### config.mk
export PLATFORM = sky130hd
export DESIGN_NAME = rgb_contrast_stretch
export DESIGN_NICKNAME = d
export VERILOG_FILES = /design/src/rtl/core/rcs_pkg.sv /design/src/rtl/core/rcs_front.sv /design/src/rtl/core/rcs_cell.sv /design/src/rtl/core/rgb_contrast_stretch.sv
export SDC_FILE = /design/constraint.sdc
export NUM_CORES = 1
export LEC_CHECK = 0
export ABC_AREA = 1
export CAP_MARGIN = 20
export CORE_MARGIN = 2
export CORE_UTILIZATION = 55
export DETAILED_ROUTE_END_ITERATION = 6
export DONT_BUFFER_PORTS = 1
export PLACE_DENSITY = 0.69
export SLEW_MARGIN = 10
export SYNTH_ARGS = -nofsm -noshare
export SYNTH_HDL_FRONTEND = slang
export SYNTH_SLANG_ARGS = --single-unit
### constraint.sdc
create_clock -name clk -period 14.1 [get_ports clk]
set_input_delay 4.23 -clock clk [delete_from_list [all_inputs] [get_ports clk]]
set_output_delay 4.23 -clock clk [all_outputs]
set_load 0.02 [all_outputs]
### src/rtl/core/rcs_pkg.sv
// Shared types and constants for the RGB contrast stretch block.
package rcs_pkg;

	localparam int NumChan  = 3;
	localparam int ChanW    = 8;
	// one cell per quotient bit
	localparam int NumCells = ChanW;
	// front register plus the cells
	localparam int MaxPend  = NumCells + 1;

	localparam logic [ChanW-1:0] FullScale = 8'd255;
	localparam logic [ChanW-1:0] LowReset  = 8'd255;
	localparam logic [ChanW-1:0] HighReset = 8'd0;

	typedef enum logic {
		MODE_GATHER  = 1'b0,
		MODE_STRETCH = 1'b1
	} mode_t;

	// one channel's division state as it moves down the chain
	typedef struct packed {
		logic [ChanW-1:0] rem;
		logic [ChanW-1:0] work;
		logic [ChanW-1:0] span;
		logic             byp;
		logic [ChanW-1:0] byp_val;
	} lane_t;

	typedef lane_t [NumChan-1:0] pix_t;

endpackage

### src/rtl/core/rcs_front.sv
// Statistics registers and division setup for the RGB contrast stretch block.
module rcs_front
	import rcs_pkg::*;
(
	input  logic                        clk,
	input  logic                        arst_n,
	input  logic                        in_valid,
	output logic                        in_ready,
	input  logic                        in_mode,
	input  logic                        in_first,
	input  logic [NumChan-1:0][ChanW-1:0] in_pix,
	output logic                        out_valid,
	input  logic                        out_ready,
	output pix_t                        out_lanes
);

	logic [ChanW-1:0]   low_q  [NumChan];
	logic [ChanW-1:0]   high_q [NumChan];
	logic               valid_q;
	pix_t               lanes_q;
	pix_t               lanes_d;
	logic [ChanW-1:0]   diff   [NumChan];
	logic [2*ChanW-1:0] num    [NumChan];
	logic               accept;
	logic               is_stretch;

	assign in_ready   = !valid_q || out_ready;
	assign accept     = in_valid && in_ready;
	assign is_stretch = (mode_t'(in_mode) == MODE_STRETCH);

	always_ff @(posedge clk or negedge arst_n) begin
		if (!arst_n) begin
			for (int c = 0; c < NumChan; c++) begin
				low_q[c]  <= LowReset;
				high_q[c] <= HighReset;
			end
		end else if (accept && !is_stretch) begin
			for (int c = 0; c < NumChan; c++) begin
				if (in_first) begin
					low_q[c]  <= in_pix[c];
					high_q[c] <= in_pix[c];
				end else begin
					if (in_pix[c] < low_q[c])
						low_q[c] <= in_pix[c];
					if (in_pix[c] > high_q[c])
						high_q[c] <= in_pix[c];
				end
			end
		end
	end

	// numerator (v - low) * 255 as (d << 8) - d; its top byte is below span
	always_comb begin
		for (int c = 0; c < NumChan; c++) begin
			diff[c] = in_pix[c] - low_q[c];
			num[c]  = {diff[c], {ChanW{1'b0}}} - {{ChanW{1'b0}}, diff[c]};
			lanes_d[c].rem  = num[c][2*ChanW-1:ChanW];
			lanes_d[c].work = num[c][ChanW-1:0];
			lanes_d[c].span = high_q[c] - low_q[c];
			if (high_q[c] <= low_q[c]) begin
				lanes_d[c].byp     = 1'b1;
				lanes_d[c].byp_val = in_pix[c];
			end else if (in_pix[c] <= low_q[c]) begin
				lanes_d[c].byp     = 1'b1;
				lanes_d[c].byp_val = '0;
			end else if (in_pix[c] >= high_q[c]) begin
				lanes_d[c].byp     = 1'b1;
				lanes_d[c].byp_val = FullScale;
			end else begin
				lanes_d[c].byp     = 1'b0;
				lanes_d[c].byp_val = '0;
			end
		end
	end

	always_ff @(posedge clk or negedge arst_n) begin
		if (!arst_n) begin
			valid_q <= 1'b0;
		end else if (in_ready) begin
			valid_q <= accept && is_stretch;
		end
	end

	always_ff @(posedge clk) begin
		if (accept && is_stretch)
			lanes_q <= lanes_d;
	end

	assign out_valid = valid_q;
	assign out_lanes = lanes_q;

endmodule

### src/rtl/core/rcs_cell.sv
// One restoring-division cell: resolves one quotient bit for all three channels.
module rcs_cell
	import rcs_pkg::*;
(
	input  logic clk,
	input  logic arst_n,
	input  logic in_valid,
	output logic in_ready,
	input  pix_t in_lanes,
	output logic out_valid,
	input  logic out_ready,
	output pix_t out_lanes
);

	logic             valid_q;
	pix_t             lanes_q;
	pix_t             lanes_d;
	logic [ChanW:0]   trial [NumChan];
	logic [ChanW:0]   diff  [NumChan];
	logic             ge    [NumChan];

	assign in_ready = !valid_q || out_ready;

	// bring down the next numerator bit, subtract span if it fits
	always_comb begin
		for (int c = 0; c < NumChan; c++) begin
			trial[c] = {in_lanes[c].rem, in_lanes[c].work[ChanW-1]};
			diff[c]  = trial[c] - {1'b0, in_lanes[c].span};
			ge[c]    = (trial[c] >= {1'b0, in_lanes[c].span});
			lanes_d[c]         = in_lanes[c];
			lanes_d[c].rem     = ge[c] ? diff[c][ChanW-1:0] : trial[c][ChanW-1:0];
			lanes_d[c].work    = {in_lanes[c].work[ChanW-2:0], ge[c]};
		end
	end

	always_ff @(posedge clk or negedge arst_n) begin
		if (!arst_n) begin
			valid_q <= 1'b0;
		end else if (in_ready) begin
			valid_q <= in_valid;
		end
	end

	always_ff @(posedge clk) begin
		if (in_ready && in_valid)
			lanes_q <= lanes_d;
	end

	assign out_valid = valid_q;
	assign out_lanes = lanes_q;

endmodule

### src/rtl/core/rgb_contrast_stretch.sv
// Per-channel min-max contrast stretch for RGB888 pixels, top level.
//
// Input stream s_axis: tdata = red, green, blue (8 bits each, red lowest);
// tuser[0] = mode (0 gather, 1 stretch), tuser[1] = first pixel of a gather pass.
// Output stream m_axis: tdata = stretched red, green, blue, red lowest.
// Gather items update the running min/max of each channel in the cycle they are
// accepted and give no output item. Stretch items give exactly one output item.
// One item is accepted per clock in both passes while s_axis_tready is high.
// A stretch item passes through 9 registers: one setup register computing
// (v-low)*255 and span, loaded at the accepting edge, then a chain of 8 division
// cells, each resolving one quotient bit.
// Each stage holds one item; when m_axis stalls, items pile up into empty
// stages and s_axis keeps accepting until the whole chain is full.
// Reset (arst_n low) empties the chain and sets every low to 255 and every
// high to 0, so channels pass through until a gather pass has run.
module rgb_contrast_stretch
	import rcs_pkg::*;
(
	input  logic        clk,
	input  logic        arst_n,
	input  logic        s_axis_tvalid,
	output logic        s_axis_tready,
	input  logic [23:0] s_axis_tdata,  // red_in[7:0], green_in[15:8], blue_in[23:16]
	input  logic [1:0]  s_axis_tuser,  // mode[0], first_pixel[1]
	output logic        m_axis_tvalid,
	input  logic        m_axis_tready,
	output logic [23:0] m_axis_tdata   // red_out[7:0], green_out[15:8], blue_out[23:16]
);

	logic                          ch_valid [NumCells+1];
	logic                          ch_ready [NumCells+1];
	pix_t                          ch_lanes [NumCells+1];
	logic [NumChan-1:0][ChanW-1:0] pix_in;

	assign pix_in = s_axis_tdata;

	rcs_front u_front (
		.clk       (clk),
		.arst_n    (arst_n),
		.in_valid  (s_axis_tvalid),
		.in_ready  (s_axis_tready),
		.in_mode   (s_axis_tuser[0]),
		.in_first  (s_axis_tuser[1]),
		.in_pix    (pix_in),
		.out_valid (ch_valid[0]),
		.out_ready (ch_ready[0]),
		.out_lanes (ch_lanes[0])
	);

	for (genvar k = 0; k < NumCells; k++) begin : g_cell
		rcs_cell u_cell (
			.clk       (clk),
			.arst_n    (arst_n),
			.in_valid  (ch_valid[k]),
			.in_ready  (ch_ready[k]),
			.in_lanes  (ch_lanes[k]),
			.out_valid (ch_valid[k+1]),
			.out_ready (ch_ready[k+1]),
			.out_lanes (ch_lanes[k+1])
		);
	end

	assign m_axis_tvalid      = ch_valid[NumCells];
	assign ch_ready[NumCells] = m_axis_tready;

	// after the last cell, work holds the quotient
	always_comb begin
		for (int c = 0; c < NumChan; c++) begin
			m_axis_tdata[c*ChanW +: ChanW] = ch_lanes[NumCells][c].byp
				? ch_lanes[NumCells][c].byp_val : ch_lanes[NumCells][c].work;
		end
	end

endmodule

==> run summary, run 1 <==
Async SR Flop Fraction: 6.33%
post-route setup TNS: 0 ps
Final Util: 61.0%
Worst Setup End Kind: output port
Final Hold Vio Count: 0
final net count: 3,844
CTS resizes: 0
minimum clock period: 9630 ps
fin crit share: 68.3%
Yosys top cell by area: edfxtp_1
clock-pin slew on the worst setup and hold paths: 60 ps
final instance area: 45,500 sq um
Post-synth EDFFs: 843
R2R Path Start: g_cell[7].u_cell.out_valid
largest net degree at the start of global routing: 74
I/O pins: 56
cts bufs inserted: 88
Fin Hold WS: 408 ps
syn_area_per_cell: 12.1 sq um
crit path max fanout: 10
Initial Util: 55.6%
multi-input logic area: 12,900 sq um
DR WL/cell: 14.3 um
root buffer cell: clkbuf_16
Compound-Gate Fraction of Synth Area: 6.44%
FMAX: 0.104 GHz
DRC viols: 0
gr ovfl total: 0
Row Count: 100
hold_buf cts: 0
final WL: 65.1 mm
WP data required: 9870 ps
ys flop type: edfxtp_1
post-synth top area share: 61.0%
Worst VDD drop: 124 uV
share of layout cells above drive strength 1: 7.10%
Worst Tran Pin Value: 956 ps
count of cell types in the netlist: 51
Antenna Nets Post-Route: 0
Die H: 279 um
Synth area leaders: edfxtp_1 61%, ha_1 8.2%, nand2_1 6.7%, inv_1 4.0%, a21oi_1 3.3%
kind of critical path: primary input to output port
Critical Path AT: 5400 ps
Seq/Total Area, Yosys: 64.5%
min-delay worst type: flip-flop to flip-flop
Clock Latency Late Sink: 620 ps
core area: 74,600 sq um
P_leak: 0.0186 uW
number of synthesis warnings: 0
Power Dens Cells: 166 nW/um^2
CP Launch Point: m_axis_tready
total power: 7560 uW
initial antenna violation count: 0
Area growth syn-to-layout: 9.62%
CTS tree: built
largest family of logic cells by synthesized area: simple AND/OR/NAND/NOR gates
Min-Delay Startpoint: g_cell[4].u_cell.out_lanes[88]
post-CTS setup buffers: 0
TritonRoute pass-1 iters: 5
Port Buffers: 0
CP startpoint kind: primary input
clk_skew: 19.0 ps
syn nets: 3,769
Post-Synth Adder-Cell Area: 9.54%
total global-route track usage: 17.3%
xor-xnor portion of the synthesized cell area: 3.39%
Cell Area, Synth: 41,500 sq um
Filler Cells Inserted: 5,775
final setup vio count: 0
simple logic cell fraction of the synthesized area: 11.1%
initial DRC count: 1,296
die width: 279 um
placer congestion estimate: 0.898
clock buffer depth: 3
Via density: 5.09
setup repair after global routing missed its margin: false
Sink Count: 900
max_slew headroom: 36.1%
post-DP HPWL: 46.7 mm
Synth Register Bits: 900
die area: 77,600 sq um
number of global-route vias before repair: 22,700
status: completed
Cell Area, Placed: 42,700 sq um
Post-Syn Instances: 3,439
ANT cells: 0
max_cap viols: 0
Final Max Slew Viols: 0
H-tree levels: 3
first-pass GRT wire length: 110 mm
mux contribution to synthesized area: 0.652%
Register Area: 26,800 sq um
DR vias: 23,100
[final timing paths]
path,end,slack [ps],cells after the start
min in group asynchronous,u_front.high_q[16],3300,0
worst max register to register,u_front.out_lanes[79],10830,8
max in group asynchronous,u_front.low_q[13],10600,0
worst min register to register,g_cell[5].u_cell.out_lanes[89],410,0
worst min-delay path,g_cell[5].u_cell.out_lanes[89],410,0
worst max-delay path,s_axis_tready,4470,6
[placed cells by master, fill, tap and decap left out, types with 24 or more instances in the layout]
master / n
edfxtp_1: 843
nand2_1: 740
inv_1: 434
ha_1: 273
a21oi_1: 270
nor2_1: 179
o21ai_0: 102
clkbuf_16: 91
nand3_1: 85
xnor2_1: 81
xor2_1: 74
dfrtp_1: 33
fa_1: 27
o21ai_1: 24
mux2_2: 24
dfstp_2: 24
[area by class of cell]
type / instances / area share (%)
Sequential cell: 900 / 58.9
Multi-Input combinational cell: 2073 / 28.5
Clock buffer: 108 / 5.15
Inverter: 440 / 3.65
Tap cell: 969 / 2.67
Clock inverter: 47 / 1.02
Timing Repair Buffer: 11 / 0.182
[stage by stage]
step / worst slack [ps] / cells
2_1_floorplan: 4170 / 3439
3_3_place_gp: 4480 / 4393
3_5_place_dp: 4460 / 4393
4_1_cts: 4470 / 4548
5_1_grt: 4390 / 4548
6_report: 4470 / 4548
[worst max-delay path, cell delays in order]
cell     delay, ps
inv_2           70
nand3_1        130
nor2_2         150
nand4_2        190
nor2_2         310
nand3_4        300
[registers in the layout, indices dropped and copies added, names as in the netlist]
signal                   count
g_cell.u_cell.out_lanes    744
u_front.out_lanes           99
u_front.low_q               24
g_cell.u_cell.out_valid      8
u_front.high_q              24
u_front.out_valid            1
[routing by layer]
metal	share of wire [%]	GRT usage [%]
met3	3.9	2.70
met4	2.4	5.69
met1	48	24.3
met5	0	0
met2	46	27.7
[synthesized netlist by cell type, types with 18 or more instances]
library cell,count
a21o_1,21
nand2_1,740
nand4_1,21
xor2_1,74
o21ai_0,102
o21ai_1,24
nor3_1,19
ha_1,273
mux2_2,24
inv_1,438
nor2_1,181
dfrtp_1,33
nor2_2,18
fa_1,27
edfxtp_1,843
dfstp_2,24
xnor2_1,81
nand3_1,85
a21oi_1,273
[power by group]
| part | switching (uW) | internal (uW) |
|---|---|---|
| Combinational | 1080 | 674 |
| Clock | 932 | 1330 |
| Sequential | 149 | 3400 |
| Total | 2160 | 5400 |
[cells by family after synthesis]
logic type / after synthesis
fa+ha+maj: 300
flops: 900
buf+inv: 466
xor+xnor: 158
mux: 24
compound gates: 481
simple gates: 1110
No activity file was read; power rests on OpenSTA's default activity.
==> run 2: changes to the inputs <==
clock period = 9.8 ns   (was 14.1 ns; I/O delays follow)
==> run summary, run 2 (synthesized netlist as in run 1, its figures left out) <==
status: completed (unchanged)
Area growth syn-to-layout: 9.69% (was 9.62%)
kind of critical path: primary input to output port (unchanged)
core area: 74,600 sq um (unchanged)
min-delay worst type: flip-flop to flip-flop (unchanged)
Worst Setup End Kind: output port (unchanged)
TritonRoute pass-1 iters: 7 (was 5)
most common cell after layout, fill and taps aside: edfxtp_1 (unchanged)
largest net degree at the start of global routing: 82 (was 74)
DRC viols: 0 (unchanged)
final setup vio count: 0 (unchanged)
most frequent cells in the layout: 843 x edfxtp_1, 740 x nand2_1, 434 x inv_1 (unchanged)
crit path max fanout: 10 (unchanged)
FMAX: 0.141 GHz
worst slack at placement: 2760 ps (was 4460 ps)
number of global-route vias before repair: 22,800 (was 22,700)
delay-heaviest family, CP: simple AND/OR/NAND/NOR gates (unchanged)
Reg2Reg Depth: 8 (unchanged)
I/O pins: 56 (unchanged)
CP Buf/Inv Count: 1 (unchanged)
die width: 279 um (unchanged)
clk_skew: 15.0 ps (was 19.0 ps)
Final Hold Vio Count: 0 (unchanged)
P_leak: 0.0187 uW (was 0.0186 uW)
root buffer cell: clkbuf_16 (unchanged)
setup repair after global routing missed its margin: false (unchanged)
max_slew headroom: 36.5% (was 36.1%)
Sink Count: 900 (unchanged)
Worst setup endpoint: s_axis_tready (unchanged)
Critical Path AT: 4130 ps (was 5400 ps)
R2R Path Start: g_cell[7].u_cell.out_valid (unchanged)
clock-pin slew on the worst setup and hold paths: 60 ps (about the same)
hold-critical path depth: 0 (unchanged)
max FFs per register: 744 (unchanged)
Worst VDD drop: 172 uV (was 124 uV)
initial DRC count: 1,232 (was 1,296)
CP Launch Point: m_axis_tready (unchanged)
Filler Cells Inserted: 5,766 (was 5,775)
worst path cell trace: inv_2 -> nand3_1 -> nor2_2 -> nand4_2 -> nor2_2 -> nand3_4 (unchanged)
hold_buf cts: 0 (unchanged)
initial antenna violation count: 0 (unchanged)
minimum setup slack among reg-to-reg paths: 6680 ps (was 10,830 ps)
post-CTS setup buffers: 0 (unchanged)
Port Buffers: 0 (unchanged)
ANT cells: 0 (unchanged)
worst reg2reg path endpoint: u_front.out_lanes[81] (was u_front.out_lanes[79])
first-pass GRT wire length: 110 mm (about the same)
multi-input logic area: 12,900 sq um (unchanged)
Final WS setup: 2730 ps (was 4470 ps)
CTS resizes: 0 (unchanged)
Row Count: 100 (unchanged)
Crit-path slowest cell: nor2_2 (unchanged)
CTS tree: built (unchanged)
post-route setup TNS: 0 ps (unchanged)
share of layout cells above drive strength 1: 7.25% (was 7.10%)
final net count: 3,845 (was 3,844)
total global-route track usage: 17.2% (was 17.3%)
Antenna Nets Post-Route: 0 (unchanged)
DR WL/cell: 14.1 um (was 14.3 um)
max_cap viols: 0 (unchanged)
cell mode on critical path: nor2_2 (unchanged)
H-tree levels: 3 (unchanged)
Worst Tran Pin Value: 953 ps (was 956 ps)
Power Dens Cells: 239 nW/um^2 (was 166 nW/um^2)
Initial Util: 55.6% (unchanged)
post-DP HPWL: 46.4 mm (was 46.7 mm)
final WL: 64.2 mm (was 65.1 mm)
clock buffer depth: 3 (unchanged)
CP max stage delay: 320 ps (was 310 ps)
gr ovfl total: 0 (unchanged)
Via density: 5.08 (was 5.09)
Clock Latency Late Sink: 620 ps (about the same)
minimum clock period: 7070 ps
cts bufs inserted: 88 (unchanged)
die area: 77,600 sq um (unchanged)
fin crit share: 72.2%
CP startpoint kind: primary input (unchanged)
WP depth: 6 (unchanged)
placer congestion estimate: 0.888 (was 0.898)
Die H: 279 um (unchanged)
Final Util: 61.0% (about the same)
Final Max Slew Viols: 0 (unchanged)
WP data required: 6860 ps (was 9870 ps)
DR vias: 23,100 (about the same)
Register Area: 26,800 sq um (unchanged)
==> run 2: worst min-delay path by stage <==
stage                                   start                        endpoint  slack (ps)
2_1_floorplan            u_front.out_lanes[0]   g_cell[0].u_cell.out_lanes[0]         400
4_1_cts        g_cell[3].u_cell.out_lanes[85]  g_cell[4].u_cell.out_lanes[86]         410
3_3_place_gp   g_cell[6].u_cell.out_lanes[41]  g_cell[7].u_cell.out_lanes[41]         400
3_5_place_dp             u_front.out_lanes[0]   g_cell[0].u_cell.out_lanes[0]         400
5_1_grt        g_cell[1].u_cell.out_lanes[17]  g_cell[2].u_cell.out_lanes[18]         420
6_report       g_cell[6].u_cell.out_lanes[89]  g_cell[7].u_cell.out_lanes[90]         410
==> run 2: worst reg2reg max path: cells and delay by family (launching register included) <==
| kind | cells | cell delay, ps |
|---|---|---|
| buffers and inverters | 1 | 830 |
| flip-flops | 1 | 500 |
| AND/OR/NAND/NOR | 7 | 1330 |
==> run 2: where the power goes <==
part	internal [uW]	switching [uW]	leakage [uW]	total, uW
Sequential	4890	212	0.00856	5100
Clock	1890	1350	0.00138	3240
Combinational	968	1540	0.00873	2510
Total	7740	3110	0.0187	10900
==> run 2: per-stage QoR <==
step                instance area [sq um]  instances  hold slack [ps]  total power (uW)
floorplan                           41500       3439              400              7170
detailed placement                  42700       4393              405              7690
global route                        45500       4553              419             11500
CTS                                 45500       4552              411             11000
global placement                    42700       4393              400              7620
finish                              45500       4553              414             10900
==> run 2: metal layers <==
layer  share of wire [%]  vias to the layer above  routed length (um)  GRT usage, %
met2                  45                      353               29100          26.8
met5                   0                        -                   0             0
met4                 2.9                        0                1860          6.19
li1                    -                    12000                   -             -
met1                  48                    10600               31000          24.7
met3                 3.5                      125                2250          2.74
==> run 2: final cells by class <==
| class | count | share of cell area, % |
|---|---|---|
| Clock buffer | 108 | 5.15 |
| Clock inverter | 51 | 1.04 |
| Inverter | 440 | 3.65 |
| Multi-Input combinational cell | 2073 | 28.4 |
| Sequential cell | 900 | 58.8 |
| Tap cell | 969 | 2.66 |
| Timing Repair Buffer | 12 | 0.225 |
